--- config.mk ---
export PLATFORM = sky130hd
export DESIGN_NAME = sleep_vote_table_core_flat
export DESIGN_NICKNAME = d
export VERILOG_FILES = /design/src/design/svt_pkg.sv /design/src/design/svt_cmd_if.sv /design/src/design/svt_res_if.sv /design/src/design/svt_ram.sv /design/src/design/svt_ctrl.sv /design/src/design/svt_dp.sv /design/src/design/sleep_vote_table_core.sv /design/src/flat_wrapper.sv
export SDC_FILE = /design/constraint.sdc
export NUM_CORES = 2
export LEC_CHECK = 0
export BUFFER_PORTS_ARGS = -buffer_cell sky130_fd_sc_hd__buf_2
export CORE_MARGIN = 1.5
export CORE_UTILIZATION = 30
export DETAILED_ROUTE_END_ITERATION = 6
export GPL_ROUTABILITY_DRIVEN = 0
export PLACE_DENSITY = 0.49
export SETUP_SLACK_MARGIN = 0.15
export SLEW_MARGIN = 15
export SYNTH_ARGS = -nofsm -noshare
export SYNTH_HDL_FRONTEND = slang
export SYNTH_SLANG_ARGS = --single-unit
--- constraint.sdc ---
create_clock -name clk -period 3.6 [get_ports clk]
set_clock_uncertainty 0.1 [all_clocks]
set_input_delay 0.18 -clock clk [delete_from_list [all_inputs] [get_ports clk]]
set_output_delay 0.18 -clock clk [all_outputs]
set_load 0.01 [all_outputs]
--- src/design/svt_pkg.sv ---
`timescale 1ns / 1ps
// svt_pkg: shared types, codes and widths for the sleep vote table.
// No dependencies; imported by the interfaces, svt_ctrl, svt_dp and the core.
package svt_pkg;

  localparam int SLOTS_DEFAULT   = 32;
  localparam int HANDLE_W        = 32;
  localparam int CMD_W           = 2;
  localparam int COUNT_W         = 6;
  localparam int COUNT_FIELD_MAX = 63;
  // Internal count width at the largest table size (256 slots).
  localparam int CNT_EXT_W       = 9;

  typedef enum logic [CMD_W-1:0] {
    CMD_INIT    = 2'd0,
    CMD_ACQUIRE = 2'd1,
    CMD_RELEASE = 2'd2,
    CMD_QUERY   = 2'd3
  } svt_cmd_t;

  // Controller -> datapath
  typedef struct packed {
    logic load;   // input beat accepted
    logic scan;   // walk the handle store
    logic apply;  // commit the command, capture the result
  } svt_ctrl_t;

  // Datapath -> controller
  typedef struct packed {
    logic need_scan;  // accepted command has to search the table
    logic scan_done;  // handle found or last slot compared
  } svt_stat_t;

endpackage

--- src/design/svt_cmd_if.sv ---
`timescale 1ns / 1ps
// svt_cmd_if: command channel (valid/ready plus command and task handle).
// Depends on svt_pkg.
interface svt_cmd_if import svt_pkg::*; ();
  logic                valid;
  logic                ready;
  logic [CMD_W-1:0]    command;
  logic [HANDLE_W-1:0] task_id;

  modport source (output valid, command, task_id, input ready);
  modport sink   (input valid, command, task_id, output ready);
endinterface

--- src/design/svt_res_if.sv ---
`timescale 1ns / 1ps
// svt_res_if: result channel (valid/ready plus success, block flag, count).
// Depends on svt_pkg.
interface svt_res_if import svt_pkg::*; ();
  logic               valid;
  logic               ready;
  logic               success;
  logic               sleep_blocked;
  logic [COUNT_W-1:0] active_votes;

  modport source (output valid, success, sleep_blocked, active_votes, input ready);
  modport sink   (input valid, success, sleep_blocked, active_votes, output ready);
endinterface

--- src/design/svt_ram.sv ---
`timescale 1ns / 1ps
// svt_ram: generic single-write, single-read RAM with registered read data.
// No dependencies.
module svt_ram #(
  parameter int WIDTH = 32,
  parameter int DEPTH = 32
) (
  input  logic                                   clk,
  input  logic                                   we,
  input  logic [((DEPTH > 1) ? $clog2(DEPTH) : 1)-1:0] waddr,
  input  logic [WIDTH-1:0]                       wdata,
  input  logic                                   re,
  input  logic [((DEPTH > 1) ? $clog2(DEPTH) : 1)-1:0] raddr,
  output logic [WIDTH-1:0]                       rdata
);

  logic [WIDTH-1:0] mem [DEPTH];

  always_ff @(posedge clk) begin
    if (we) begin
      mem[waddr] <= wdata;
    end
    if (re) begin
      rdata <= mem[raddr];
    end
  end

endmodule

--- src/design/svt_ctrl.sv ---
`timescale 1ns / 1ps
// svt_ctrl: command sequencer (idle, scan, apply, respond).
// Depends on svt_pkg; drives svt_dp through svt_ctrl_t.
module svt_ctrl import svt_pkg::*; (
  input  logic      clk,
  input  logic      rst,
  input  logic      in_valid,
  output logic      in_ready,
  output logic      out_valid,
  input  logic      out_ready,
  input  svt_stat_t stat,
  output svt_ctrl_t ctrl
);

  typedef enum logic [3:0] {
    ST_IDLE  = 4'b0001,
    ST_SCAN  = 4'b0010,
    ST_APPLY = 4'b0100,
    ST_RESP  = 4'b1000
  } state_t;

  state_t state, state_next;
  logic   accept;

  assign in_ready   = (state == ST_IDLE);
  assign out_valid  = (state == ST_RESP);
  assign accept     = in_valid && in_ready;
  assign ctrl.load  = accept;
  assign ctrl.scan  = (state == ST_SCAN);
  assign ctrl.apply = (state == ST_APPLY);

  always_comb begin
    state_next = state;
    unique case (state)
      ST_IDLE: begin
        if (accept) begin
          state_next = stat.need_scan ? ST_SCAN : ST_APPLY;
        end
      end
      ST_SCAN: begin
        if (stat.scan_done) begin
          state_next = ST_APPLY;
        end
      end
      ST_APPLY: begin
        state_next = ST_RESP;
      end
      ST_RESP: begin
        if (out_ready) begin
          state_next = ST_IDLE;
        end
      end
      default: begin
        state_next = ST_IDLE;
      end
    endcase
  end

  always_ff @(posedge clk) begin
    if (rst) begin
      state <= ST_IDLE;
    end else begin
      state <= state_next;
    end
  end

  a_accept_blocks: assert property (@(posedge clk) disable iff (rst)
    accept |=> !in_ready)
    else $error("svt_ctrl: new beat taken while a command is in flight");

  a_scan_to_apply: assert property (@(posedge clk) disable iff (rst)
    (ctrl.scan && stat.scan_done) |=> ctrl.apply)
    else $error("svt_ctrl: finished scan did not commit");

  a_apply_to_resp: assert property (@(posedge clk) disable iff (rst)
    ctrl.apply |=> out_valid)
    else $error("svt_ctrl: commit not followed by a result beat");

endmodule

--- src/design/svt_dp.sv ---
`timescale 1ns / 1ps
// svt_dp: handle store, vote bits, count and the slot scan pipeline.
// Depends on svt_pkg and svt_ram; sequenced by svt_ctrl.
module svt_dp import svt_pkg::*; #(
  parameter int SLOTS = SLOTS_DEFAULT
) (
  input  logic                clk,
  input  logic                rst,
  input  svt_ctrl_t           ctrl,
  output svt_stat_t           stat,
  input  logic [CMD_W-1:0]    in_command,
  input  logic [HANDLE_W-1:0] in_task_id,
  output logic                out_success,
  output logic                out_sleep_blocked,
  output logic [COUNT_W-1:0]  out_active_votes
);

  localparam int IW = (SLOTS > 1) ? $clog2(SLOTS) : 1;
  localparam int CW = $clog2(SLOTS + 1);
  localparam logic [IW-1:0] LAST = IW'(SLOTS - 1);

  svt_cmd_t            cmd_q;
  logic [HANDLE_W-1:0] handle_q;

  // scan pipeline: issue address, then compare in the next cycle
  logic [IW-1:0]       addr;
  logic                issuing;
  logic                cmp_vld;
  logic [IW-1:0]       cmp_idx;
  logic                cmp_ent;
  logic [HANDLE_W-1:0] rdata;
  logic                hit;

  logic                match_f;
  logic [IW-1:0]       match_idx;
  logic                free_f;
  logic [IW-1:0]       free_idx;

  logic [SLOTS-1:0]    valid_bits;
  logic [SLOTS-1:0]    votes;
  logic [CW-1:0]       count;
  logic                ready_q;

  logic                ok;
  logic                claim;
  logic [CW-1:0]       count_next;
  logic                ready_next;
  logic [CNT_EXT_W-1:0] count_ext;
  logic                read_en;

  assign stat.need_scan = ((svt_cmd_t'(in_command) == CMD_ACQUIRE) ||
                           (svt_cmd_t'(in_command) == CMD_RELEASE)) &&
                          ready_q && (in_task_id != '0);

  assign hit            = cmp_vld && cmp_ent && (rdata == handle_q);
  assign stat.scan_done = hit || (cmp_vld && (cmp_idx == LAST));
  assign read_en        = ctrl.scan && issuing;

  svt_ram #(
    .WIDTH(HANDLE_W),
    .DEPTH(SLOTS)
  ) u_handles (
    .clk  (clk),
    .we   (ctrl.apply && claim),
    .waddr(free_idx),
    .wdata(handle_q),
    .re   (read_en),
    .raddr(addr),
    .rdata(rdata)
  );

  // Command decode at commit
  always_comb begin
    ok         = 1'b0;
    claim      = 1'b0;
    count_next = count;
    ready_next = ready_q;
    unique case (cmd_q)
      CMD_INIT: begin
        count_next = '0;
        ready_next = 1'b1;
      end
      CMD_ACQUIRE: begin
        if (match_f) begin
          ok = !votes[match_idx];
        end else if (free_f) begin
          ok    = 1'b1;
          claim = 1'b1;
        end
        if (ok) begin
          count_next = count + 1'b1;
        end
      end
      CMD_RELEASE: begin
        ok = match_f && votes[match_idx];
        if (ok && (count != '0)) begin
          count_next = count - 1'b1;
        end
      end
      CMD_QUERY: begin
      end
      default: begin
      end
    endcase
  end

  assign count_ext = CNT_EXT_W'(count_next);

  // Command capture and scan
  always_ff @(posedge clk) begin
    if (ctrl.load) begin
      cmd_q    <= svt_cmd_t'(in_command);
      handle_q <= in_task_id;
    end
  end

  always_ff @(posedge clk) begin
    if (rst) begin
      issuing <= 1'b0;
      cmp_vld <= 1'b0;
      match_f <= 1'b0;
      free_f  <= 1'b0;
    end else if (ctrl.load) begin
      issuing <= 1'b1;
      cmp_vld <= 1'b0;
      match_f <= 1'b0;
      free_f  <= 1'b0;
    end else if (ctrl.scan) begin
      cmp_vld <= issuing;
      if (issuing) begin
        if (addr == LAST) begin
          issuing <= 1'b0;
        end
        // first unused slot, lowest first
        if (!valid_bits[addr] && !free_f) begin
          free_f <= 1'b1;
        end
      end
      if (hit && !match_f) begin
        match_f <= 1'b1;
      end
    end
  end

  always_ff @(posedge clk) begin
    if (ctrl.load) begin
      addr <= '0;
    end else if (ctrl.scan) begin
      if (issuing) begin
        cmp_idx <= addr;
        cmp_ent <= valid_bits[addr];
        if (addr != LAST) begin
          addr <= addr + 1'b1;
        end
        if (!valid_bits[addr] && !free_f) begin
          free_idx <= addr;
        end
      end
      if (hit && !match_f) begin
        match_idx <= cmp_idx;
      end
    end
  end

  // Table state and result capture
  always_ff @(posedge clk) begin
    if (rst) begin
      valid_bits <= '0;
      votes      <= '0;
      count      <= '0;
      ready_q    <= 1'b0;
    end else if (ctrl.apply) begin
      if (cmd_q == CMD_INIT) begin
        valid_bits <= '0;
        votes      <= '0;
      end else if (ok && (cmd_q == CMD_ACQUIRE)) begin
        if (claim) begin
          votes[free_idx]      <= 1'b1;
          valid_bits[free_idx] <= 1'b1;
        end else begin
          votes[match_idx] <= 1'b1;
        end
      end else if (ok && (cmd_q == CMD_RELEASE)) begin
        votes[match_idx] <= 1'b0;
      end
      count   <= count_next;
      ready_q <= ready_next;
    end
  end

  always_ff @(posedge clk) begin
    if (ctrl.apply) begin
      out_success       <= ok;
      out_sleep_blocked <= ready_next && (count_next != '0);
      out_active_votes  <= (count_ext > CNT_EXT_W'(COUNT_FIELD_MAX)) ?
                           COUNT_W'(COUNT_FIELD_MAX) : count_ext[COUNT_W-1:0];
    end
  end

  a_count_matches_votes: assert property (@(posedge clk) disable iff (rst)
    $countones(votes) == int'(count))
    else $error("svt_dp: vote count out of step with vote bits");

  a_idle_table_empty: assert property (@(posedge clk) disable iff (rst)
    !ready_q |-> (count == '0) && (votes == '0))
    else $error("svt_dp: votes present before init");

  a_acquire_counts_up: assert property (@(posedge clk) disable iff (rst)
    (ctrl.apply && ok && (cmd_q == CMD_ACQUIRE)) |=> (count == CW'($past(count) + 1'b1)))
    else $error("svt_dp: successful acquire did not bump the count");

endmodule

--- src/design/sleep_vote_table_core.sv ---
`timescale 1ns / 1ps
// sleep_vote_table_core: top level of the sleep vote table.
// Depends on svt_pkg, svt_cmd_if, svt_res_if, svt_ctrl, svt_dp, svt_ram.
//
// Usage
//   cmd (sink): one beat per command: command (init, acquire, release,
//     query) and a 32-bit task handle. Handle zero is refused.
//   res (source): exactly one beat per command: success (a vote changed),
//     sleep_blocked (table initialized and any vote active) and
//     active_votes (saturated at 63 for tables beyond 63 slots).
//   Until an init command arrives, acquire and release are refused; init
//     wipes every slot and vote, and may be sent at any time.
// Timing
//   Commands are processed one at a time. Init, query, and acquire or release
//   refused for a zero handle or an uninitialized table go from accept to the
//   apply state and then raise result valid in the respond state. Other
//   acquires and releases first scan the handle store one slot per cycle
//   through the RAM read port, stopping at the first match or the last slot.
// Reset and stall
//   rst (synchronous) marks the table uninitialized, clears valid bits,
//   votes and the count; handle RAM contents need no clearing since a slot
//   with a clear valid bit reads as free. While res is stalled the result
//   beat holds and cmd.ready stays low.
module sleep_vote_table_core import svt_pkg::*; #(
  parameter int SLOTS = SLOTS_DEFAULT
) (
  input  logic       clk,
  input  logic       rst,
  svt_cmd_if.sink    cmd,
  svt_res_if.source  res
);

  svt_ctrl_t ctrl;
  svt_stat_t stat;

  // Sequencer: owns both handshakes
  svt_ctrl u_ctrl (
    .clk      (clk),
    .rst      (rst),
    .in_valid (cmd.valid),
    .in_ready (cmd.ready),
    .out_valid(res.valid),
    .out_ready(res.ready),
    .stat     (stat),
    .ctrl     (ctrl)
  );

  // Datapath: table, scan and the registered result payload
  svt_dp #(
    .SLOTS(SLOTS)
  ) u_dp (
    .clk              (clk),
    .rst              (rst),
    .ctrl             (ctrl),
    .stat             (stat),
    .in_command       (cmd.command),
    .in_task_id       (cmd.task_id),
    .out_success      (res.success),
    .out_sleep_blocked(res.sleep_blocked),
    .out_active_votes (res.active_votes)
  );

endmodule
--- src/flat_wrapper.sv ---
// flat-port wrapper written by rule: the top's interface ports become plain ports
module sleep_vote_table_core_flat import svt_pkg::*;
#(
  parameter int SLOTS = SLOTS_DEFAULT
)
  (clk, rst, cmd_valid, cmd_command, cmd_task_id, cmd_ready, res_valid, res_success, res_sleep_blocked, res_active_votes, res_ready);
  svt_cmd_if cmd_i ();
  svt_res_if res_i ();
  input  logic clk;
  input  logic rst;
  input wire logic [$bits(cmd_i.valid)-1:0] cmd_valid;
  input wire logic [$bits(cmd_i.command)-1:0] cmd_command;
  input wire logic [$bits(cmd_i.task_id)-1:0] cmd_task_id;
  output wire logic [$bits(cmd_i.ready)-1:0] cmd_ready;
  output wire logic [$bits(res_i.valid)-1:0] res_valid;
  output wire logic [$bits(res_i.success)-1:0] res_success;
  output wire logic [$bits(res_i.sleep_blocked)-1:0] res_sleep_blocked;
  output wire logic [$bits(res_i.active_votes)-1:0] res_active_votes;
  input wire logic [$bits(res_i.ready)-1:0] res_ready;
  assign cmd_i.valid = cmd_valid;
  assign cmd_i.command = cmd_command;
  assign cmd_i.task_id = cmd_task_id;
  assign cmd_ready = cmd_i.ready;
  assign res_valid = res_i.valid;
  assign res_success = res_i.success;
  assign res_sleep_blocked = res_i.sleep_blocked;
  assign res_active_votes = res_i.active_votes;
  assign res_i.ready = res_ready;
  sleep_vote_table_core #(.SLOTS(SLOTS)) u_core (.clk(clk), .rst(rst), .cmd(cmd_i), .res(res_i));
endmodule
; ---- Yosys cells after proc, flatten, opt, wreduce, memory -nomap -nowiden
; Memory sizes are Yosys's and may differ from the RTL's. A register that Yosys moved wholly into a read port is not among the register bits.
; Cells that the tools add are included.
[totals]
mem_bits_rw = 1024
inputBits = 38
reg_bits = 142
latchBits = 0
mem_count = 1
output_inout_bits = 10
word_cells = 127
mem_bits_ro = 0
[mem_list]
columns = name, depth, word_bits, read_ports, rd_clocked_by_memory_dff, write_ports, line_no
row1 = u_core.u_dp.u_handles.mem, 32, 32, 1, 1, 1, svt_ram.sv:17  ; logic [WIDTH-1:0] mem [DEPTH];
[classes]
addsub = 3
n_lt_le_gt_ge = 6
shifts = 0
reduce_logical = 41
div_mod_pow = 0
mux = 36
bitwise = 6
n_eq_ne = 15
mul = 0
[op_table]
columns = operator, n
row1 = two-way mux 32 bit, 7
row2 = bitwise OR 32 bit, 3
row3 = bitwise AND 32 bit, 1
row4 = equality test 32 bit, 1
row5 = inverter 32 bit, 1
row6 = nonzero test 32 bit, 1
row7 = "less-than comparator 5 x 6 -> 1 bit, second input constant", 3
row8 = one-hot mux 6 bit (3 select lines), 1
row9 = AND reduction 3 bit, 6
row10 = logical AND 1 bit, 17
row11 = two-way mux 1 bit, 16
row12 = one-hot mux 4 bit (4 select lines), 1
row13 = two-way mux 4 bit, 3
row14 = two-way mux 6 bit, 2
row15 = nonzero test 6 bit, 2
row16 = binary-select mux 1 bit (select 5 bit), 2
row17 = demux 1 bit (select 5 bit), 2
row18 = "equality test 5 bit, second input constant", 2
row19 = ">= comparator 5 x 1 -> 1 bit, second input constant", 2
row20 = "adder 6 x 1 -> 6 bit, second input constant", 1
row21 = "greater-than comparator 6 bit, second input constant", 1
row22 = "!= test 2 x 1 -> 1 bit, second input constant", 3
row23 = nonzero test 2 bit, 3
row24 = "subtractor 6 x 1 -> 6 bit, second input constant", 1
row25 = other kinds (18), 25

; ---- Logic depth before layout (Yosys ltp)
[depth]
word_depth = 10
mapped_depth = 13
mapped_depth_nobuf = 10

; ---- Hierarchy
; From an unflattened synthesis, not the netlist that was laid out.
[hier_totals]
cells_unflattened = 2935
hier_area_um2 = 47999.8
[modules_own_cells]
columns = mod, cells_per_inst, seq_area_each_um2, area_per_inst_um2, n_inst
row1 = svt_ram, 2260, 31710.4, 40812.9, 1
row2 = svt_dp, 648, 3343.2, 6920.4, 1
row3 = svt_ctrl, 27, 80.1, 266.5, 1

; ---- Worst setup path before layout
; No wires, ideal clock.
[synth_timing]
path_type = register to register
startpoint = reg u_core.u_ctrl.state[0]
endpoint = mem u_core.u_dp.u_handles.mem[23][0], enable pin
n_path_buf = 1
arrival_time_ns = 3.006
setup_time_ns = 0.421
setup_slack_ns = 0.073
period_less_slack_ns = 3.527
t_required_ns = 3.079
path_stages_with_launch = 6
path_cell_list = dfxtp_1 -> or4b_2 -> clkbuf_1 -> nor2_1 -> nand3_1 -> nor2_1
[synth_via]
elab_chain_len = 4
[synth_rtl]
columns = item, line_no
row1 = from (decl), svt_ctrl.sv:22  ; state_t state, state_next;
row2 = from (signal assigned), svt_ctrl.sv:63  ; state <= state_next;
row3 = equality test 4 x 3 -> 1 bit, svt_ctrl.sv:30  ; assign ctrl.apply = (state == ST_APPLY);
row4 = logical AND 1 bit, svt_dp.sv:64  ; .we (ctrl.apply && claim),
row5 = two-way mux 1 bit, svt_ram.sv:20  ; if (we) begin
row6 = two-way mux 1 bit (implied by the code), svt_ram.sv:21  ; mem[waddr] <= wdata;
row7 = to (decl), svt_ram.sv:17
; Every way passes these cells.

; ---- Final worst setup path
[layout_timing]
startpoint = reg u_core.u_dp.match_idx[2]
endpoint = reg u_core.u_dp.out_sleep_blocked (data pin)
[layout_via]
elab_chain_len = 9
word_cells_on_any_way = 12
classes_between = mux: 7 / reduce/logical: 5
[layout_rtl]
columns = item, line_no
row1 = from (decl), svt_dp.sv:35  ; logic [IW-1:0] match_idx;
row2 = from (signal assigned), svt_dp.sv:160  ; match_idx <= cmp_idx;
row3 = binary-select mux 1 bit (select 5 bit) (*), "svt_dp.sv:85, svt_dp.sv:95"
row4 = two-way mux 1 bit (implied by the code) (*), "svt_dp.sv:85, svt_dp.sv:95"
row5 = logical NOT 1 bit, svt_dp.sv:85  ; ok = !votes[match_idx];
row6 = two-way mux 1 bit, svt_dp.sv:84  ; if (match_f) begin
row7 = two-way mux 1 bit, svt_dp.sv:78  ; unique case (cmd_q)
row8 = two-way mux 6 bit, svt_dp.sv:90  ; if (ok) begin
row9 = one-hot mux 6 bit (3 select lines) (*), svt_dp.sv:78
row10 = nonzero test 6 bit (*), svt_dp.sv:194  ; out_sleep_blocked <= ready_next && (count_next != '0);
row11 = logical AND 1 bit (*), svt_dp.sv:194
row12 = to (signal assigned), svt_dp.sv:194
row13 = to (decl), svt_dp.sv:14  ; output logic out_sleep_blocked,
; Every way passes the cells marked *; elsewhere a longest branch is shown, timed or not. The select of a mux whose other input is x is not followed.
; A chain may end at the register's enable or synchronous reset.

==> reports/qor.txt <==
vias in the first global route: 25004
DIE AREA: 159000 um^2
H-Tree Depth: 3
post-synthesis cell count: 2256
Post-route DRC: 0
wire per inst: 27.3 um
Post-Route WL: 127000 um
CP Launch Point: u_core.u_dp.match_idx[2]
Slew HR: 0.248
Avg Cell Area, Syn: 20.8 um^2
Post-synth top cells: 1114 x edfxtp_1, 330 x mux4_2, 101 x nor2_1, 84 x dfxtp_1, 75 x clkbuf_1
hold crit path type: in2reg
most common cell in the netlist: edfxtp_1
FP Rows: 145
DIE HEIGHT: 399 um
clk sinks: 1198
Cell Area, Synth: 47000 um^2
Final Power: 30.9 mW
largest family of logic cells by synthesized area: multiplexers
Antenna diodes: 0
Adder-Cell Fraction of Synth Area: 0.00240
top cells by area, synth: edfxtp_1 71%, mux4_2 16%, dfxtp_1 3.6%
Initial Util: 0.302
CP Data Required Time: 3.99 ns
Synth Area in Compound Gates: 0.0338
GR Overflow Total: 0
Post-Synth XOR/XNOR Area: 0.00671
worst slew pin tran: 1.13 ns
Worst Setup End Kind: flop
Distinct cells, synth: 74
Pins Over Slew Limit: 0
vias per inst: 5.07
TritonCTS buffer count: 117
layout filler cell count: 14257
setup violators final: 0
worst r2r src: u_core.u_dp.match_idx[2]
CP startpoint kind: flop
Die X: 399 um
Gate power share: 0.075
IO Port Bufs: 47
status: complete, no violations
Syn-to-layout area delta: 18.1%
post-route antenna net violation count: 0
NetSw: 6.99 mW
Setup TNS Final: 0 ns
FMAX: 0.302 GHz
Buf+Inv Stages, Crit Path: 1
first-pass GRT wire length: 182000 um
count of flip-flops with a built-in enable after synthesis: 1114
simple-gate area share of the yosys netlist: 0.0265
layout cells sized above 1: 0.306
worst slack, placed: 0.249 ns
clock power share: 0.397
fin worst setup slack: 0.293 ns
Fin. Hold Viols: 0
CP peak stage delay: 0.52 ns
Hold Startpoint: cmd_task_id[28]
area share of the largest cell type after synthesis: 0.712
final non-filler cell total: 4643
synthesized net count: 2303
period utilisation layout: 0.919
RSZ-0062 raised after global routing: no
DP Wirelength: 68900 um
multi-input combinational cell area: 11500 um^2
Iter 0 DRT Violations: 1839
Clock Pin Slew Worst Setup and Hold Paths: 0.07 ns
Sequential cell area: 35200 um^2
crit path max fanout: 10
DRT Pass-1 Iters: 6
multiplexer share of the synthesized area: 0.170
Worst VDD drop: 0.425 mV
Net Sw Frac: 0.226
maxcap violations: 0
critical-path cell list: buf_4, nand3b_2, o221ai_2, a2111oi_4, nand4_2, a2111o_1, a21oi_2, o221ai_2, nand3b_1, o32a_1
nets@finish: 2532
P_leak: 16.9 nW
Setup CP Type: reg2reg
initial antenna violation count: 1
largest net degree at the start of global routing: 57
pwr dens: 556 nW/um^2
Tot GR Track Use: 0.160
main flop type after synthesis: edfxtp_1
minimum clock period: 3.31 ns
Placed Cells: 4376
Synth Warn #: 0
Seq pwr share: 0.528
Int Pwr: 23.9 mW
Top Ports: 48
clock root cell: clkbuf_16
Synth area leader: edfxtp_1
most frequent CP cell: o221ai_2
Critical-path top delay cell: edfxtp_1
delay-heaviest family, CP: compound AO/OA/AOI/OAI gates
CP Data Arrival Time: 3.70 ns
core area: 156000 um^2
clk_lat worst skew: 0.74 ns
Async SR Flop Fraction: 0
CTS tree: done
synthesized flop and latch total: 1198
clk buf depth: 3
vias: 23532
register area share after synthesis: 0.748
==> timing repair <==
item                                    4_1_cts  5_1_grt
hold buffers                                 39        0
buffers inserted                              0        8
resized for setup                             0        0
endpoints found under the setup margin        0       33
hold endpoints to repair                     49        0
==> routing by layer <==
layer	vias up	global-route usage	routed length, um
met5	-	0	0
met4	0	0.0494	3170
met3	172	0.0183	5270
met2	635	0.282	65800
met1	12808	0.207	52700
li1	9917	-	-
==> metrics by stage <==
stage | util | hold slack (ns) | area, um^2
floorplan | - | 0.179 | 47000
global placement | 0.329 | 0.272 | 51200
detailed placement | 0.329 | 0.275 | 51200
CTS | 0.356 | 0.0115 | 55400
global route | 0.356 | 0.0387 | 55500
finish | 0.356 | 0.0714 | 55500
==> cells by family (layout without fill, tap and decap cells) <==
logic type                 after synthesis  in the layout
DFF                                   1198           1198
muxes                                  381            381
AOI/OAI and AO/OA                      249            249
and+or+nand+nor                        244            244
buffers and inverters                  139            468
xor gates and xnor gates                36             36
adders and majority gates                9              9
==> layout by cell type, fill, tap and decap left out, drive strengths merged, types with 39 or more instances in the layout <==
cell type    instances
nor2               102
mux4               330
clkbuf             146
o21ai               70
edfxtp            1114
dlygate4sd3         39
buf                193
a21oi               75
clkinv              53
dfxtp               84
==> worst paths after layout <==
kind	cells past startpoint	slack (ns)	endpoint
setup reg to reg	10	0.29	u_core.u_dp.out_sleep_blocked
hold / removal	2	0.07	u_core.u_dp.handle_q[28]
setup / recovery	10	0.29	u_core.u_dp.out_sleep_blocked
hold reg to reg	2	0.37	u_core.u_dp.valid_bits[29]
==> cell type report <==
cell class	count	share of cell area
multi-input cells	919	0.207
well taps	2058	0.0464
inverters	17	0.00115
clock buffers	146	0.0558
clock inverters	73	0.0130
flip-flops and latches	1198	0.633
repair buffers	232	0.0433
==> registers in the layout (all words and copies together) (netlist names) <==
| name | flops |
|---|---|
| u_core.u_ctrl.state | 4 |
| u_core.u_dp.issuing | 1 |
| u_core.u_dp.votes | 32 |
| u_core.u_dp.valid_bits | 32 |
| u_core.u_dp.cmd_q | 2 |
| u_core.u_dp.cmp_idx | 5 |
| u_core.u_dp.match_f | 1 |
| u_core.u_dp.u_handles.mem | 1024 |
| u_core.u_dp.ready_q | 1 |
| u_core.u_dp.cmp_vld | 1 |
| u_core.u_dp.count | 6 |
| u_core.u_dp.out_success | 1 |
| u_core.u_dp.cmp_ent | 1 |
| u_core.u_dp.free_f | 1 |
| u_core.u_dp.handle_q | 32 |
| u_core.u_dp.u_handles.rdata | 32 |
| u_core.u_dp.free_idx | 5 |
| u_core.u_dp.out_active_votes | 6 |
| u_core.u_dp.match_idx | 5 |
| u_core.u_dp.out_sleep_blocked | 1 |
| u_core.u_dp.addr | 5 |
==> worst register-to-register path, stage by stage (launching register included) <==
cell and delay (ns):
edfxtp_1 0.52, buf_4 0.20, nand3b_2 0.17, o221ai_2 0.16, a2111oi_4 0.41, nand4_2 0.20
a2111o_1 0.51, a21oi_2 0.17, o221ai_2 0.13, nand3b_1 0.18, o32a_1 0.29
==> power by group through the flow <==
stage          registers [mW]  clock network [mW]  logic [mW]
3_3_place_gp             16.6                   0        2.19
2_1_floorplan            16.9                   0        1.02
6_report                 16.3                12.2        2.31
3_5_place_dp             16.6                   0        2.28
4_1_cts                  16.3                12.5        2.33
5_1_grt                  16.3                13.0        2.53
Note: power is estimated with default switching activity, not from simulation.
